[config.mk]
export PLATFORM = sky130hd
export DESIGN_NAME = ack_interval_window_controller
export DESIGN_NICKNAME = d
export VERILOG_FILES = /design/src/rtl/aiwc_pkg.sv /design/src/rtl/ack_interval_window_controller.sv
export SDC_FILE = /design/constraint.sdc
export NUM_CORES = 1
export LEC_CHECK = 0
export BUFFER_PORTS_ARGS = -buffer_cell sky130_fd_sc_hd__buf_2
export CELL_PAD_IN_SITES_DETAIL_PLACEMENT = 0
export CELL_PAD_IN_SITES_GLOBAL_PLACEMENT = 1
export CORE_MARGIN = 3
export CORE_UTILIZATION = 43
export CTS_CLUSTER_DIAMETER = 80
export DETAILED_ROUTE_END_ITERATION = 10
export PLACE_DENSITY_LB_ADDON = 0.05
export SLEW_MARGIN = 5
export SYNTH_ARGS = -nofsm -noshare
export SYNTH_HDL_FRONTEND = slang
export SYNTH_SLANG_ARGS = --single-unit
[constraint.sdc]
create_clock -name clk -period 17.3 [get_ports clk]
set_input_delay 0.865 -clock clk [delete_from_list [all_inputs] [get_ports clk]]
set_output_delay 0.865 -clock clk [all_outputs]
set_load 0.005 [all_outputs]
[src/rtl/aiwc_pkg.sv]
// ============================================================================
// aiwc_pkg - shared definitions of the ack interval window controller
// Widths, register indexes, reset values and sequencer states.
// ============================================================================
package aiwc_pkg;

  localparam int FRACTION_BITS = 8;
  localparam int COUNT_BITS    = 16;

  // Field widths.
  localparam int OP_W       = 1;
  localparam int RX_W       = 32;
  localparam int TIME_W     = 10;
  localparam int WIN_W      = 8;
  localparam int INIT_W     = 16;
  localparam int INTERVAL_W = 16;
  localparam int OUT_CNT_W  = 16;
  localparam int OUT_EST_W  = 24;
  localparam int DRAIN_W    = 16;

  // Derived datapath widths.
  localparam int EWMA_W  = INIT_W + FRACTION_BITS;
  localparam int SHIFT_W = TIME_W + FRACTION_BITS + 1;
  localparam int NUM_W   = ((SHIFT_W > EWMA_W) ? SHIFT_W : EWMA_W) + 1;
  localparam int DEN_W   = EWMA_W + 1;
  localparam int ITER_W  = $clog2(NUM_W);
  localparam int CMP_W   = (COUNT_BITS > DRAIN_W) ? COUNT_BITS : DRAIN_W;

  // Configuration port.
  localparam int ADDR_W    = 5;
  localparam int DATA_W    = 32;
  localparam int REG_IDX_W = 3;

  typedef enum logic [REG_IDX_W-1:0] {
    REG_TIME_WINDOW  = 3'd0,
    REG_MAX_WINDOW   = 3'd1,
    REG_MIN_WINDOW   = 3'd2,
    REG_TRICKLE      = 3'd3,
    REG_INIT_INTERVAL = 3'd4
  } reg_idx_t;

  // Reset values of the configuration registers.
  localparam logic [TIME_W-1:0] TIME_WINDOW_RST   = 10'd80;
  localparam logic [WIN_W-1:0]  MAX_WINDOW_RST    = 8'd50;
  localparam logic [WIN_W-1:0]  MIN_WINDOW_RST    = 8'd5;
  localparam logic [WIN_W-1:0]  TRICKLE_RST       = 8'd3;
  localparam logic [INIT_W-1:0] INIT_INTERVAL_RST = 16'd20;

  // Event kinds.
  localparam logic OP_SEND = 1'b0;
  localparam logic OP_ACK  = 1'b1;

  typedef enum logic [1:0] {
    ST_IDLE,
    ST_LOAD,
    ST_DIVIDE,
    ST_FINISH
  } state_t;

endpackage

[src/rtl/ack_interval_window_controller.sv]
// ============================================================================
// ack_interval_window_controller - sender-side congestion window engine
// Tracks outstanding packets and a smoothed ack inter-arrival interval, and
// reports the allowed window after every send or ack event.
// ============================================================================
//
//  channel   direction  handshake                      payload
//  event     in         event_valid / event_ready      operation, receive_time_ms
//  result    out        result_valid / result_ready    window_packets,
//                                                      outstanding_count,
//                                                      interval_estimate
//  config    in         APB psel / penable / pready    paddr, pwdata, prdata
//
// Each event passes through the sequencer steps in order: the state update on
// acceptance, the load of the divider, the restoring divider that forms the
// drain estimate, and the window compare and clamp. A zero average skips the
// divider. event_ready is high only while the sequencer is idle. A result
// waiting on result_ready holds the sequencer in its final step, so a stalled
// output blocks new events. Reset is synchronous and needs no clearing pass.
// ============================================================================
module ack_interval_window_controller (
  input  logic                            clk,
  input  logic                            rst,
  // Event channel.
  input  logic                            event_valid,
  output logic                            event_ready,
  input  logic [aiwc_pkg::OP_W-1:0]       operation,
  input  logic [aiwc_pkg::RX_W-1:0]       receive_time_ms,
  // Result channel.
  output logic                            result_valid,
  input  logic                            result_ready,
  output logic [aiwc_pkg::WIN_W-1:0]      window_packets,
  output logic [aiwc_pkg::OUT_CNT_W-1:0]  outstanding_count,
  output logic [aiwc_pkg::OUT_EST_W-1:0]  interval_estimate,
  // Configuration port.
  input  logic                            psel,
  input  logic                            penable,
  input  logic                            pwrite,
  input  logic [aiwc_pkg::ADDR_W-1:0]     paddr,
  input  logic [aiwc_pkg::DATA_W-1:0]     pwdata,
  output logic [aiwc_pkg::DATA_W-1:0]     prdata,
  output logic                            pready
);

  import aiwc_pkg::*;

  // Configuration registers.
  logic [TIME_W-1:0] time_window_ms;
  logic [WIN_W-1:0]  max_window;
  logic [WIN_W-1:0]  min_window;
  logic [WIN_W-1:0]  trickle_window;
  logic [INIT_W-1:0] initial_interval_ms;

  // Block state.
  logic [EWMA_W-1:0]     ewma;
  logic [COUNT_BITS-1:0] in_flight;
  logic [RX_W-1:0]       prev_time;
  logic                  first_ack;

  // Sequencer and divider.
  state_t             state;
  state_t             state_next;
  logic [NUM_W-1:0]   num;
  logic [DEN_W-1:0]   den;
  logic [DEN_W-1:0]   rem;
  logic [ITER_W-1:0]  iter;
  logic [DRAIN_W-1:0] drain;

  logic event_fire;
  logic cfg_write;
  logic out_free;
  reg_idx_t reg_idx;

  assign pready     = 1'b1;
  assign reg_idx    = reg_idx_t'(paddr[ADDR_W-1:2]);
  assign cfg_write  = psel && penable && pwrite && pready;
  assign event_fire = event_valid && event_ready;
  assign out_free   = !result_valid || result_ready;

  // ---------------------------------------------------------------------------
  // Register readback.
  // ---------------------------------------------------------------------------
  always_comb begin
    unique case (reg_idx)
      REG_TIME_WINDOW:   prdata = DATA_W'(time_window_ms);
      REG_MAX_WINDOW:    prdata = DATA_W'(max_window);
      REG_MIN_WINDOW:    prdata = DATA_W'(min_window);
      REG_TRICKLE:       prdata = DATA_W'(trickle_window);
      REG_INIT_INTERVAL: prdata = DATA_W'(initial_interval_ms);
      default:           prdata = '0;
    endcase
  end

  // ---------------------------------------------------------------------------
  // Event update. The interval between receiver timestamps wraps modulo 2^32
  // and saturates to 16 bits; the first ack counts as a zero interval. The
  // average takes a quarter of the new sample, rounded to nearest.
  // ---------------------------------------------------------------------------
  logic [RX_W-1:0]       rx_delta;
  logic [INTERVAL_W-1:0] interval;
  logic [EWMA_W+2:0]     ewma_sum;
  logic [EWMA_W-1:0]     ewma_upd;

  always_comb begin
    rx_delta = receive_time_ms - prev_time;
    if (first_ack) begin
      interval = '0;
    end else if (|rx_delta[RX_W-1:INTERVAL_W]) begin
      interval = '1;
    end else begin
      interval = rx_delta[INTERVAL_W-1:0];
    end
    ewma_sum = (EWMA_W+3)'(ewma) + (EWMA_W+3)'({ewma, 1'b0})
             + (EWMA_W+3)'({interval, FRACTION_BITS'(0)}) + (EWMA_W+3)'(2);
    ewma_upd = ewma_sum[EWMA_W+1:2];
  end

  // ---------------------------------------------------------------------------
  // Divider step: one restoring quotient bit per cycle. The quotient shifts
  // into num from the bottom as the numerator shifts out at the top.
  // ---------------------------------------------------------------------------
  logic [DEN_W:0]   trial;
  logic [DEN_W:0]   trial_diff;
  logic             q_bit;
  logic [NUM_W-1:0] quot_final;
  logic [DRAIN_W-1:0] quot_sat;

  always_comb begin
    trial      = {rem, num[NUM_W-1]};
    trial_diff = trial - {1'b0, den};
    q_bit      = (trial >= {1'b0, den});
    quot_final = {num[NUM_W-2:0], q_bit};
    if (|quot_final[NUM_W-1:DRAIN_W]) begin
      quot_sat = '1;
    end else begin
      quot_sat = quot_final[DRAIN_W-1:0];
    end
  end

  // ---------------------------------------------------------------------------
  // Window decision. Trickle when the outstanding count exceeds the drain
  // estimate, else the leftover, with the minimum test taking precedence.
  // ---------------------------------------------------------------------------
  logic [CMP_W-1:0] flight_x;
  logic [CMP_W-1:0] drain_x;
  logic [CMP_W-1:0] left;
  logic [WIN_W-1:0] window_calc;

  always_comb begin
    flight_x = CMP_W'(in_flight);
    drain_x  = CMP_W'(drain);
    left     = drain_x - flight_x;
    if (flight_x > drain_x) begin
      window_calc = trickle_window;
    end else if (left < CMP_W'(min_window)) begin
      window_calc = min_window;
    end else if (left > CMP_W'(max_window)) begin
      window_calc = max_window;
    end else begin
      window_calc = left[WIN_W-1:0];
    end
  end

  // ---------------------------------------------------------------------------
  // Sequencer.
  // ---------------------------------------------------------------------------
  always_ff @(posedge clk) begin
    if (rst) begin
      state <= ST_IDLE;
    end else begin
      state <= state_next;
    end
  end

  always_comb begin
    state_next  = state;
    event_ready = 1'b0;
    unique case (state)
      ST_IDLE: begin
        event_ready = 1'b1;
        if (event_valid) begin
          state_next = ST_LOAD;
        end
      end
      ST_LOAD: begin
        // A zero average has no finite ratio; the estimate saturates.
        if (ewma == '0) begin
          state_next = ST_FINISH;
        end else begin
          state_next = ST_DIVIDE;
        end
      end
      ST_DIVIDE: begin
        if (iter == '0) begin
          state_next = ST_FINISH;
        end
      end
      ST_FINISH: begin
        if (out_free) begin
          state_next = ST_IDLE;
        end
      end
      default: state_next = ST_IDLE;
    endcase
  end

  // ---------------------------------------------------------------------------
  // Configuration and block state. Writes must arrive only while idle, so they
  // never race an event update of the average; the block does not enforce this.
  // ---------------------------------------------------------------------------
  always_ff @(posedge clk) begin
    if (rst) begin
      time_window_ms      <= TIME_WINDOW_RST;
      max_window          <= MAX_WINDOW_RST;
      min_window          <= MIN_WINDOW_RST;
      trickle_window      <= TRICKLE_RST;
      initial_interval_ms <= INIT_INTERVAL_RST;
      ewma                <= {INIT_INTERVAL_RST, FRACTION_BITS'(0)};
      in_flight           <= '0;
      prev_time           <= '0;
      first_ack           <= 1'b1;
    end else begin
      if (cfg_write) begin
        unique case (reg_idx)
          REG_TIME_WINDOW:   time_window_ms <= pwdata[TIME_W-1:0];
          REG_MAX_WINDOW:    max_window     <= pwdata[WIN_W-1:0];
          REG_MIN_WINDOW:    min_window     <= pwdata[WIN_W-1:0];
          REG_TRICKLE:       trickle_window <= pwdata[WIN_W-1:0];
          REG_INIT_INTERVAL: begin
            initial_interval_ms <= pwdata[INIT_W-1:0];
            ewma                <= {pwdata[INIT_W-1:0], FRACTION_BITS'(0)};
          end
          default: ;
        endcase
      end
      if (event_fire) begin
        if (operation == OP_SEND) begin
          if (in_flight != '1) begin
            in_flight <= in_flight + COUNT_BITS'(1);
          end
        end else begin
          if (in_flight != '0) begin
            in_flight <= in_flight - COUNT_BITS'(1);
          end
          ewma      <= ewma_upd;
          prev_time <= receive_time_ms;
          first_ack <= 1'b0;
        end
      end
    end
  end

  // Divider datapath: round(time_window / ewma) as
  // (time_window * 2^(F+1) + ewma) / (2 * ewma).
  always_ff @(posedge clk) begin
    unique case (state)
      ST_LOAD: begin
        num  <= NUM_W'({time_window_ms, (FRACTION_BITS+1)'(0)}) + NUM_W'(ewma);
        den  <= {ewma, 1'b0};
        rem  <= '0;
        iter <= ITER_W'(NUM_W - 1);
        if (ewma == '0) begin
          drain <= '1;
        end
      end
      ST_DIVIDE: begin
        num  <= quot_final;
        rem  <= q_bit ? trial_diff[DEN_W-1:0] : trial[DEN_W-1:0];
        iter <= iter - ITER_W'(1);
        if (iter == '0) begin
          drain <= quot_sat;
        end
      end
      default: ;
    endcase
  end

  // ---------------------------------------------------------------------------
  // Output register. It parts the result channel from the sequencer.
  // ---------------------------------------------------------------------------
  always_ff @(posedge clk) begin
    if (rst) begin
      result_valid <= 1'b0;
    end else if (state == ST_FINISH && out_free) begin
      result_valid <= 1'b1;
    end else if (result_ready) begin
      result_valid <= 1'b0;
    end
  end

  always_ff @(posedge clk) begin
    if (state == ST_FINISH && out_free) begin
      window_packets    <= window_calc;
      outstanding_count <= OUT_CNT_W'(in_flight);
      interval_estimate <= OUT_EST_W'(ewma);
    end
  end

endmodule

==> metrics.md, run 1 <==
| Metric | Value |
|---|---|
| Outcome | `finished, final reports clean` |
| Data arrival time of the critical path | `between 7000 and 8000 ps` |
| Length of routed met2 wiring | `21.4 mm` |
| Commonest non-fill, non-tap cells in the layout | `sky130_fd_sc_hd__nand2_1 (219), sky130_fd_sc_hd__a21oi_1 (180), sky130_fd_sc_hd__nor2_1 (177)` |
| Total of flip-flops plus latches after synthesis | `about 270` |
| Post-synthesis sequential area ratio | `0.380` |
| Iteration-0 DRC count of the detailed router | `approximately 930` |
| Die span in y | `about 210 um` |
| P_leak | `between 8 and 9 nW` |
| Count of boundary I/O pins | `160` |
| Longest Clk Path Bufs | `3` |
| Buffer type at the clock tree root | `sky130_fd_sc_hd__clkbuf_16` |
| Final ANT Viol Nets | `0` |
| M1 wire length | `between 20 and 25 mm` |
| Die area | `between 0.04 and 0.05 sq mm` |
| Top metal layer carrying routed signals | `met4` |
| Count of endpoints failing setup in the final report | `0` |
| Largest family of logic cells by synthesized area | `compound AO/OA/AOI/OAI gates` |
| Worst skew pair latency | `540 ps` |
| Drt via density | `5.48` |
| Number of instances resized during post-cts repair | `0` |
| Most common library cell in the layout ignoring fill and taps | `sky130_fd_sc_hd__nand2_1` |
| Cell accounting for the most synthesized area | `sky130_fd_sc_hd__edfxtp_1` |
| Peak clock frequency supported by timing | `around 150 MHz` |
| Critical path startpoint category | `primary input` |
| Most common flop cell mapped by yosys | `sky130_fd_sc_hd__edfxtp_1` |
| Initial Utilization | `0.438` |
| Mapped cell area | `roughly 0.018 sq mm` |
| Pins over their slew limit | `0` |
| Residual overflow from global routing | `0` |
| Final critical delay including setup and external delays | `6800 ps` |
| Fin crit share | `0.393` |
| Number of antenna violations at the first check in global routing | `0` |
| Layout Skew | `about 17 ps` |
| Final #Nets | `2363` |
| Drt first pass iters | `5` |
| Total wire length after detailed routing | `just under 50 mm` |
| Number of cells produced by synthesis | `2003` |
| Largest fanout on the critical path | `16` |
| Slew Limit Headroom | `0.194` |
| Setup TNS | `0 ps` |
| Multiplexer area fraction after synthesis | `0.0327` |
| Diode insertion count for antenna repair | `0` |
| Area share of and/or/nand/nor cells after synthesis | `0.169` |
| Worst endpoint required time | `about 18000 ps` |
| Final count of hold timing violations | `0` |
| VDD IR-drop max | `71.8 uV` |
| # Post-CTS Setup Buffers | `0` |
| Post-synth top area share | `0.239` |
| Die Span X | `between 200 and 250 um` |
| Tot Pwr | `between 3 and 4 mW` |
| Core Footprint | `roughly 0.04 sq mm` |
| Slew of the pin with the lowest slew margin | `around 1200 ps` |
| Port Buf Inserts | `roughly 120` |
| Synth top area cells | `sky130_fd_sc_hd__edfxtp_1 (24%), sky130_fd_sc_hd__dfxtp_1 (14%), sky130_fd_sc_hd__ha_1 (11%)` |
| Pin count of the biggest net entering global routing | `77` |
| Number of global-route vias before repair | `approximately 14000` |
| CTS Buf Count | `34` |
| Type of the worst setup path | `primary input to register` |
| Path type of the worst min-delay path | `register to register` |
| Number of distinct library cell variants in the gate-level netlist after synthesis | `just over 90` |
| Area growth from synthesis to layout | `11.7%` |
| Vias after detailed routing | `between 10000 and 15000` |
| Setup repair after global routing missed its margin | `false` |
| Clock transition time at the flip-flop clock pins of the worst setup and hold paths | `~60 ps` |
| Clock tree from TritonCTS | `yes` |
| Max_cap viols | `0` |
| Reg-to-reg setup timing slack | `about 11000 ps` |
| Setup slack of the critical path after layout | `around 10000 ps` |
| Areal power density over the cells | `roughly 160 mW/mm^2` |
| Count of flip-flops with a built-in enable after synthesis | `around 140` |
| Last weighted congestion value of the routability-driven placer | `approximately 0.86` |
| Total number of yosys warnings | `0` |
| Total clock sinks | `269` |
| Post-route DRC | `0` |
| Hpwl dp | `between 30 and 40 mm` |
| Max H-tree Level | `2` |
| Number of buffers inserted for hold repair after clock tree synthesis | `0` |
| Fraction of synthesized cell area in xor and xnor cells | `0.0380` |
| Synthesized area divided by synthesized cell count | `around 9 sq um` |
| Layout cells sized above 1 | `0.126` |
| Total length of routed met3 wires | `roughly 2.1 mm` |
| Share of synthesized registers carrying an async set or reset | `0` |
| Number of standard-cell rows in the floorplan | `74` |
| Critical path endpoint category | `register` |
| Wire length of the first global-routing pass | `about 77 mm` |
| Compound-cell area share of the yosys netlist | `0.185` |
| Adder and majority cell fraction of the synthesized area | `0.135` |
| GRT Overall Usage | `0.215` |
| Pre-CTS setup slack | `10020 ps` |
| Detailed-route wire length per cell | `between 15 and 20 um` |
==> state kept, by name, indices dropped and copies added, names as in the netlist <==
name,flops
drain,16
result_valid,1
ewma,24
time_window_ms,10
den,24
max_window,8
trickle_window,8
flight_x,16
interval_estimate,24
state,2
window_packets,8
num,25
prev_time,32
initial_interval_ms,16
iter,5
outstanding_count,16
rem,25
first_ack,1
min_window,8
==> worst max-delay path, cell delays in order <==
cell	delay, ps
sky130_fd_sc_hd__buf_2	100
sky130_fd_sc_hd__inv_1	40
sky130_fd_sc_hd__ha_1	220
sky130_fd_sc_hd__fa_1	400
sky130_fd_sc_hd__or2b_2	310
sky130_fd_sc_hd__a21o_1	210
sky130_fd_sc_hd__a21oi_2	240
sky130_fd_sc_hd__nor3_2	110
sky130_fd_sc_hd__or4_4	500
sky130_fd_sc_hd__o2bb2a_4	210
sky130_fd_sc_hd__o221a_4	170
sky130_fd_sc_hd__nand4_2	90
sky130_fd_sc_hd__nor4_4	140
sky130_fd_sc_hd__buf_4	280
sky130_fd_sc_hd__a21o_2	180
sky130_fd_sc_hd__fa_1	400
sky130_fd_sc_hd__inv_1	60
sky130_fd_sc_hd__ha_1	260
sky130_fd_sc_hd__o21a_1	200
sky130_fd_sc_hd__o21a_1	160
sky130_fd_sc_hd__o21ai_0	220
sky130_fd_sc_hd__o31ai_1	160
sky130_fd_sc_hd__o41ai_1	820
sky130_fd_sc_hd__o21ai_0	310
sky130_fd_sc_hd__xor2_1	240
sky130_fd_sc_hd__nor2_1	60
sky130_fd_sc_hd__a311oi_1	250
==> layout make-up <==
| type | instances | area [sq um] |
|---|---|---|
| Clock buffer | 47 | 982 |
| Clock inverter | 13 | 91.3 |
| Fill cell | 3994 | 21000 |
| Inverter | 167 | 627 |
| Multi-Input combinational cell | 1495 | 10200 |
| Sequential cell | 269 | 6820 |
| Tap cell | 532 | 666 |
| Timing Repair Buffer | 138 | 728 |
==> power by group <==
group          total, mW  switching [mW]  leakage, nW  internal (mW)
Sequential          1.00           0.126         2.36          0.877
Combinational       1.43           0.856         5.28          0.571
Clock              0.687           0.286        0.523          0.401
Total               3.12            1.27         8.16           1.85
==> synthesized netlist by cell type, drive strengths merged (4+ instances only) <==
cell	number
o311ai	6
a221oi	12
ha	159
o31ai	13
a21oi	192
a22oi	16
a311oi	10
nor2	177
nand2	219
edfxtp	143
a21boi	5
a211oi	8
clkbuf	54
mux2	6
xnor2	43
or3	9
and2	13
o21a	17
o21ai	103
inv	166
o21bai	6
fa	22
nor3	41
o211ai	8
nand2b	20
nand4	21
a211o	14
or2	30
o41ai	4
and3	17
nor2b	26
a31oi	13
nor4	14
xor2	35
mux2i	52
o22ai	11
buf	31
or4	4
nand3	36
dfxtp	126
a21o	52
==> cells by family after synthesis <==
family | after synthesis
buf+inv | 254
mux | 58
flops | 269
fa+ha+maj | 181
compound gates | 519
simple gates | 642
xor+xnor | 78
other cells | 2
==> metrics by stage <==
step	utilization	cell area [sq um]	cells	hold slack, ps
3_3_place_gp	0.463	19000	2601	439
2_1_floorplan	-	18000	2018	432
4_1_cts	0.489	20100	2661	450
5_1_grt	0.489	20100	2661	469
3_5_place_dp	0.463	19000	2601	443
6_report	0.489	20100	2661	450
==> final timing paths <==
check        cells past startpoint                    start                      end
max                             27       receive_time_ms[0]                 ewma[16]
max reg2reg                     25            prev_time[12]                 ewma[16]
min                              2  initial_interval_ms[15]  initial_interval_ms[15]
min reg2reg                      2  initial_interval_ms[15]  initial_interval_ms[15]
==> routing by layer <==
layer | global-route usage | vias to the layer above
li1 | - | 7293
met1 | 0.305 | 6907
met2 | 0.340 | 313
met3 | 0.0356 | 73
met4 | 0.0651 | 0
met5 | 0 | -
(Power assumes the default switching activity.)
==> inputs of run 2 (changes only) <==
==> constraint.sdc (replaced) <==
create_clock -name clk -period 6.9 [get_ports clk]
set_input_delay 0.345 -clock clk [delete_from_list [all_inputs] [get_ports clk]]
set_output_delay 0.345 -clock clk [all_outputs]
set_load 0.005 [all_outputs]
==> run 2 against run 1 <==
Via count decreased by 0.19%. Hold slack got worse by 390 ps. Clock skew increased by 1.4 ps. Critical path depth decreased by 4. Die area unchanged. Global-route usage increased by 0.051 points. Register-to-register slack got worse by 10000 ps. Sequential cell count unchanged. Combinational power increased to 2.5 times the previous value. Power increased to 2.6 times the previous value. Clock power increased to 2.8 times the previous value. Highest routed layer unchanged.
==> metrics.md, run 2 (synthesis gave the netlist of run 1 again) <==
| Metric | Value |
|---|---|
| Core Footprint | `0.0410 sq mm (unchanged)` |
| Die area | `0.0443 sq mm (unchanged)` |
| Fin crit share | `0.933` |
| Detailed-route wire length per cell | `18.1 um (+0.14%)` |
| Commonest non-fill, non-tap cells in the layout | `sky130_fd_sc_hd__nand2_1 (219), sky130_fd_sc_hd__a21oi_1 (180), sky130_fd_sc_hd__nor2_1 (177)` |
| Count of endpoints failing setup in the final report | `0 (unchanged)` |
| Final #Nets | `2368 (+0.21%)` |
| Cells along the critical path | `ha_1 -> fa_1 -> or2b_2 -> a21o_1 -> a21oi_2 -> nor3_2 -> or4_4 -> o2bb2a_4 -> o221a_4 -> nand4_2 -> nor4_4 -> a21oi_1 -> fa_1 -> ha_1 -> o21a_1 -> nor2_1 -> or4b_2 -> a31oi_1 -> nand2_1 -> o21ai_0 -> a31oi_1 -> xor2_1 -> a221oi_1` |
| Drt first pass iters | `5 (unchanged)` |
| Final critical delay including setup and external delays | `6440 ps` |
| Highest-delay cell along the critical path | `sky130_fd_sc_hd__or4b_2` |
| Layout Skew | `18.9 ps (+1.44 ps)` |
| # Post-CTS Setup Buffers | `0 (unchanged)` |
| Critical path endpoint category | `register` |
| Pin count of the biggest net entering global routing | `73 (-5.2%)` |
| Net switching power | `3.19 mW (+150%)` |
| Largest regs | `prev_time (32), num (25), rem (25)` |
| Reg with most FFs | `prev_time` |
| Total wire length after detailed routing | `48.3 mm (+0.37%)` |
| Diode insertion count for antenna repair | `0 (unchanged)` |
| Last weighted congestion value of the routability-driven placer | `0.852 (-1.3%)` |
| Biggest cell delay along the critical path | `680 ps (-140 ps)` |
| Number of instances resized during post-cts repair | `0 (unchanged)` |
| Iteration-0 DRC count of the detailed router | `780 (-16%)` |
| Port Buf Inserts | `124 (unchanged)` |
| Buffer type at the clock tree root | `sky130_fd_sc_hd__clkbuf_16` |
| Largest fanout on the critical path | `7 (-9)` |
| Pre-CTS setup slack | `328 ps (-9690 ps)` |
| Setup slack of the critical path after layout | `461 ps (-10040 ps)` |
| Number of cells on the critical path | `23 (-15%)` |
| Post-route DRC | `0 (unchanged)` |
| Data arrival time of the critical path | `6890 ps (-350 ps)` |
| Final ANT Viol Nets | `0 (unchanged)` |
| Worst skew pair latency | `550 ps (about the same)` |
| Logic gate share of total power | `0.448 (-0.010)` |
| Largest delay contributor family on the critical path | `simple AND/OR/NAND/NOR gates` |
| Vias after detailed routing | `14600 (-0.19%)` |
| Relative contribution of the clock network to total power | `0.239 (+0.019)` |
| Critical path startpoint category | `register` |
| P_leak | `8.25 nW (+1.1%)` |
| Peak clock frequency supported by timing | `approximately 160 MHz` |
| Slew of the pin with the lowest slew margin | `976 ps (-228 ps)` |
| Most common library cell in the layout ignoring fill and taps | `sky130_fd_sc_hd__nand2_1` |
| Number of antenna violations at the first check in global routing | `0 (unchanged)` |
| Fin area | `0.0202 sq mm (+0.82%)` |
| Flip-flop count of the largest register, all copies and words added | `32 (unchanged)` |
| Placed Cells | `2605 (+0.15%)` |
| Areal power density over the cells | `396 mW/mm^2 (+160%)` |
| Number of standard-cell rows in the floorplan | `74 (unchanged)` |
| Die Span X | `210 um (unchanged)` |
| GRT Overall Usage | `0.216 (+0.000511)` |
| Setup TNS | `0 ps (unchanged)` |
| Cell depth of the worst flop-to-flop path | `23 (-8.0%)` |
| Area growth from synthesis to layout | `12.6%` |
| Residual overflow from global routing | `0 (unchanged)` |
| Post-place instance area | `0.0190 sq mm (+0.16%)` |
| Wire length of the first global-routing pass | `77.3 mm (+0.77%)` |
| Slew Limit Headroom | `0.347 (+0.153)` |
| Outcome | `finished, final reports clean` |
| Hpwl dp | `35.5 mm (+0.90%)` |
| Layout cells sized above 1 | `0.128 (+0.00246)` |
| CTS Buf Count | `35 (+2.9%)` |
| Total clock sinks | `269 (unchanged)` |
| Non-filler cells, final | `2667 (+0.23%)` |
| Clock transition time at the flip-flop clock pins of the worst setup and hold paths | `60 ps (about the same)` |
| Count of boundary I/O pins | `160 (unchanged)` |
| Hold Path Cell Cnt | `3 (+1)` |
| Number of buffers inserted for hold repair after clock tree synthesis | `0 (unchanged)` |
| Path type of the worst min-delay path | `primary input to register` |
| Longest Clk Path Bufs | `3 (unchanged)` |
| Pins over their slew limit | `0 (unchanged)` |
| Bufs and invs on worst path | `0 (-4)` |
| Max_cap viols | `0 (unchanged)` |
| Switching power share of the total | `0.398 (-0.00868)` |
| Register share of total power | `0.313 (-0.009)` |
| Worst endpoint required time | `7350 ps (-10390 ps)` |
| Number of global-route vias before repair | `14200 (+0.50%)` |
| Max H-tree Level | `2 (unchanged)` |
| Reg-to-reg setup timing slack | `460 ps (-10170 ps)` |
| Die span in y | `210 um (unchanged)` |
| Internal power | `4.82 mW (+160%)` |
| Drt via density | `5.46 (-0.42%)` |
| Setup repair after global routing missed its margin | `false` |
| VDD IR-drop max | `218 uV (+200%)` |
| Initial Utilization | `0.438 (unchanged)` |
| Final count of hold timing violations | `0 (unchanged)` |
| Type of the worst setup path | `register to register` |
| Clock tree from TritonCTS | `yes` |
[run 2: changes by cell type in the layout (fill, tap and decap cells not counted), moves of 2 or more]
cell / previous run / this run
sky130_fd_sc_hd__inv_6: 4 / 1
sky130_fd_sc_hd__buf_4: 15 / 19
sky130_fd_sc_hd__clkinv_2: 5 / 7
sky130_fd_sc_hd__clkinvlp_4: 3 / 1
sky130_fd_sc_hd__bufinv_16: 0 / 5
sky130_fd_sc_hd__clkbuf_8: 4 / 2
[run 2: power groups by stage]
stage	Clock, mW	Combinational (mW)	Sequential [mW]
after detailed placement	0	3.59	2.54
after CTS	1.97	3.62	2.52
final	1.92	3.59	2.51
after global placement	0	3.55	2.54
after global routing	2.03	4.08	2.56
after floorplan	0	2.78	2.41
[run 2: final timing paths]
path	to	start
max	ewma[21]	prev_time[0]
min	time_window_ms[8]	pwdata[8]
max reg2reg	ewma[21]	prev_time[0]
min reg2reg	prev_time[6]	prev_time[6]
[run 2: final cells by class]
cell class / count / area (sq um)
fillers: 3967 / 20800
clock buffers: 46 / 980
flip-flops and latches: 269 / 6820
repair buffers: 142 / 758
clock inverters: 16 / 226
well taps: 532 / 666
multi-input cells: 1495 / 10200
inverters: 167 / 627
[run 2: through the flow]
stage	utilization	total power, mW	hold slack (ps)
final	0.493	8.02	62.6
after global routing	0.493	8.67	47.3
after CTS	0.493	8.11	30.9
after detailed placement	0.464	6.13	446
after global placement	0.464	6.09	439
after floorplan	-	5.19	432
[run 2: routing by layer]
metal / global-route usage / vias up / wire [um]
met4: 0.0561 / 0 / 974
met3: 0.0316 / 71 / 2120
met1: 0.306 / 6901 / 23300
li1: - / 7306 / -
met5: 0 / - / 0
met2: 0.349 / 280 / 21900
[run 2: worst reg2reg max path, cell delays in order, from the launching register on]
cell	delay (ps)
sky130_fd_sc_hd__dfxtp_1	320
sky130_fd_sc_hd__ha_1	210
sky130_fd_sc_hd__fa_1	400
sky130_fd_sc_hd__or2b_2	320
sky130_fd_sc_hd__a21o_1	210
sky130_fd_sc_hd__a21oi_2	240
sky130_fd_sc_hd__nor3_2	100
sky130_fd_sc_hd__or4_4	500
sky130_fd_sc_hd__o2bb2a_4	210
sky130_fd_sc_hd__o221a_4	160
sky130_fd_sc_hd__nand4_2	100
sky130_fd_sc_hd__nor4_4	430
sky130_fd_sc_hd__a21oi_1	160
sky130_fd_sc_hd__fa_1	470
sky130_fd_sc_hd__ha_1	360
sky130_fd_sc_hd__o21a_1	170
sky130_fd_sc_hd__nor2_1	60
sky130_fd_sc_hd__or4b_2	680
sky130_fd_sc_hd__a31oi_1	210
sky130_fd_sc_hd__nand2_1	110
sky130_fd_sc_hd__o21ai_0	320
sky130_fd_sc_hd__a31oi_1	180
sky130_fd_sc_hd__xor2_1	160
sky130_fd_sc_hd__a221oi_1	270
==> inputs of run 3 (changes only) <==
--- a/config.mk
+++ b/config.mk
@@ -6,8 +6,6 @@
 export NUM_CORES = 1
 export LEC_CHECK = 0
 export BUFFER_PORTS_ARGS = -buffer_cell sky130_fd_sc_hd__buf_2
-export CELL_PAD_IN_SITES_DETAIL_PLACEMENT = 0
-export CELL_PAD_IN_SITES_GLOBAL_PLACEMENT = 1
 export CORE_MARGIN = 3
 export CORE_UTILIZATION = 43
 export CTS_CLUSTER_DIAMETER = 80
==> run 3 against run 2 <==
Register-to-register slack improved by 70 ps. Die area did not move. Sequential cell count unchanged. Global-route usage shrank 0.17 points. Sequential power is essentially flat. Largest cell class unchanged.
==> metrics.md, run 3 (synthesis gave the netlist of run 1 again) <==
| Metric | Value |
|---|---|
| Max_cap viols | `0 (unchanged)` |
| GRT Overall Usage | `0.214 (-0.00175)` |
| Reg with most FFs | `prev_time` |
| Max H-tree Level | `2 (unchanged)` |
| CTS Buf Count | `34 (-2.9%)` |
| Commonest non-fill, non-tap cells in the layout | `sky130_fd_sc_hd__nand2_1 (219), sky130_fd_sc_hd__a21oi_1 (180), sky130_fd_sc_hd__nor2_1 (177)` |
| Peak clock frequency supported by timing | `157 MHz (+1.1%)` |
| Final #Nets | `2366 (-0.084%)` |
| Drt via density | `5.47 (+0.29%)` |
| Slew Limit Headroom | `0.282 (-0.0652)` |
| Clock transition time at the flip-flop clock pins of the worst setup and hold paths | `60 ps (about the same)` |
| Slew of the pin with the lowest slew margin | `1070 ps (+97.4 ps)` |
| Die area | `0.0443 sq mm (unchanged)` |
| VDD IR-drop max | `277 uV (+27%)` |
| Final critical delay including setup and external delays | `6370 ps (-67.1 ps)` |
| Iteration-0 DRC count of the detailed router | `905 (+16%)` |
| Number of antenna violations at the first check in global routing | `0 (unchanged)` |
| Area growth from synthesis to layout | `12.5%` |
| Vias after detailed routing | `14600 (+0.25%)` |
| Pre-CTS setup slack | `431 ps (+103 ps)` |
| Hold WS | `45.2 ps (-17.3 ps)` |
| Buffer type at the clock tree root | `sky130_fd_sc_hd__clkbuf_16` |
| Residual overflow from global routing | `0 (unchanged)` |
| Number of global-route vias before repair | `14000 (-1.1%)` |
| Outcome | `finished, final reports clean` |
| Length of routed met2 wiring | `21.2 mm (-3.2%)` |
| Count of boundary I/O pins | `160 (unchanged)` |
| Layout Skew | `25.6 ps (+6.71 ps)` |
| Critical path startpoint category | `register` |
| Total wire length after detailed routing | `47.7 mm (-1.1%)` |
| Total clock sinks | `269 (unchanged)` |
| Largest regs | `prev_time (32), num (25), rem (25)` |
| Diode insertion count for antenna repair | `0 (unchanged)` |
| Final count of hold timing violations | `0 (unchanged)` |
| Layout cells sized above 1 | `0.129 (+0.000529)` |
| Type of the worst setup path | `register to register` |
| Core Footprint | `0.0410 sq mm (unchanged)` |
| Clock tree from TritonCTS | `yes` |
| Critical path endpoint category | `register` |
| Wire length of the first global-routing pass | `76.5 mm (-1.0%)` |
| Number of instances resized during post-cts repair | `0 (unchanged)` |
| Total length of routed met3 wires | `2.08 mm (-2.1%)` |
| Setup slack of the critical path after layout | `528 ps (+67.1 ps)` |
| Count of endpoints failing setup in the final report | `0 (unchanged)` |
| Pins over their slew limit | `0 (unchanged)` |
| Hpwl dp | `35.2 mm (-0.76%)` |
| Number of buffers inserted for hold repair after clock tree synthesis | `0 (unchanged)` |
| P_leak | `8.23 nW (-0.19%)` |
| Post-route DRC | `0 (unchanged)` |
| Die Span X | `210 um (unchanged)` |
| Worst skew pair latency | `550 ps (about the same)` |
| Fin crit share | `0.924 (-0.00973)` |
| Top metal layer carrying routed signals | `met4` |
| Largest fanout on the critical path | `10 (+3)` |
| M1 wire length | `23.3 mm (about the same)` |
| Port Buf Inserts | `124 (unchanged)` |
| Die span in y | `210 um (unchanged)` |
| Setup TNS | `0 ps (unchanged)` |
| Longest Clk Path Bufs | `3 (unchanged)` |
| Data arrival time of the critical path | `6830 ps (-60 ps)` |
| Final ANT Viol Nets | `0 (unchanged)` |
| Drt first pass iters | `7 (+2)` |
| Last weighted congestion value of the routability-driven placer | `0.870 (+2.1%)` |
| Worst endpoint required time | `7360 ps (about the same)` |
| Most common library cell in the layout ignoring fill and taps | `sky130_fd_sc_hd__nand2_1` |
| Detailed-route wire length per cell | `17.9 um (-1.1%)` |
| Number of standard-cell rows in the floorplan | `74 (unchanged)` |
| Pin count of the biggest net entering global routing | `77 (+5.5%)` |
| Initial Utilization | `0.438 (unchanged)` |
| Setup repair after global routing missed its margin | `false` |
| # Post-CTS Setup Buffers | `0 (unchanged)` |
| Flip-flop count of the largest register, all copies and words added | `32 (unchanged)` |
| Areal power density over the cells | `396 mW/mm^2 (about the same)` |
| Path type of the worst min-delay path | `primary input to register` |
## run 3: cell types whose count changed in the layout (fill, tap and decap cells not counted), sizes merged
cell,change
clkbuf,-3
clkinvlp,+1
buf,-1
inv,+3
clkinv,-1
## run 3: critical path, stage by stage, from the launching register on
cell and delay [ps]:
sky130_fd_sc_hd__dfxtp_1 330, sky130_fd_sc_hd__inv_1 50, sky130_fd_sc_hd__ha_1 510, sky130_fd_sc_hd__nand3_4 110
sky130_fd_sc_hd__or4_4 540, sky130_fd_sc_hd__a21oi_2 230, sky130_fd_sc_hd__nor3_2 120, sky130_fd_sc_hd__or4_4 510
sky130_fd_sc_hd__o2bb2a_4 210, sky130_fd_sc_hd__o221a_4 160, sky130_fd_sc_hd__nand4_2 90, sky130_fd_sc_hd__nor4_4 160
sky130_fd_sc_hd__buf_4 190, sky130_fd_sc_hd__a21oi_1 80, sky130_fd_sc_hd__fa_1 470, sky130_fd_sc_hd__ha_1 360
sky130_fd_sc_hd__o21a_1 160, sky130_fd_sc_hd__nor2_1 50, sky130_fd_sc_hd__or4b_2 690, sky130_fd_sc_hd__a31oi_1 220
sky130_fd_sc_hd__nand2_1 100, sky130_fd_sc_hd__o21ai_0 300, sky130_fd_sc_hd__a31oi_1 180, sky130_fd_sc_hd__xor2_1 170
sky130_fd_sc_hd__a221oi_1 280
## run 3: metal layers
metal	GRT usage	up-vias
li1	-	7321
met4	0.0580	0
met3	0.0357	66
met2	0.338	290
met5	0	-
met1	0.307	6918
## run 3: path summary, 6_finish.rpt
check                            from       endpoint  slack, ps  cells past startpoint
hold / removal    receive_time_ms[30]  prev_time[30]         50                      3
hold reg to reg         prev_time[23]  prev_time[23]        450                      2
setup reg to reg        prev_time[12]       ewma[21]        530                     24
setup / recovery        prev_time[12]       ewma[21]        530                     24
## run 3: report_power, final
group	switching, mW	internal, mW
combinational	2.16	1.43
clock	0.735	1.16
sequential	0.315	2.20
## run 3: per-stage QoR
step | std cells | instance area, sq um | utilization | power (mW)
2_1_floorplan | 2018 | 18000 | - | 5.19
3_3_place_gp | 2604 | 19000 | 0.463 | 6.08
3_5_place_dp | 2604 | 19000 | 0.463 | 6.14
4_1_cts | 2666 | 20200 | 0.492 | 8.08
5_1_grt | 2666 | 20200 | 0.492 | 8.65
6_report | 2666 | 20200 | 0.492 | 8.00
## run 3: cell type report
cell class / count / area, sq um
clock inverter: 19 / 255
sequential: 269 / 6820
tap: 532 / 666
clock buffer: 43 / 935
multi-input combinational: 1495 / 10200
inverter: 167 / 627
fill: 3976 / 20800
timing repair buffer: 141 / 751
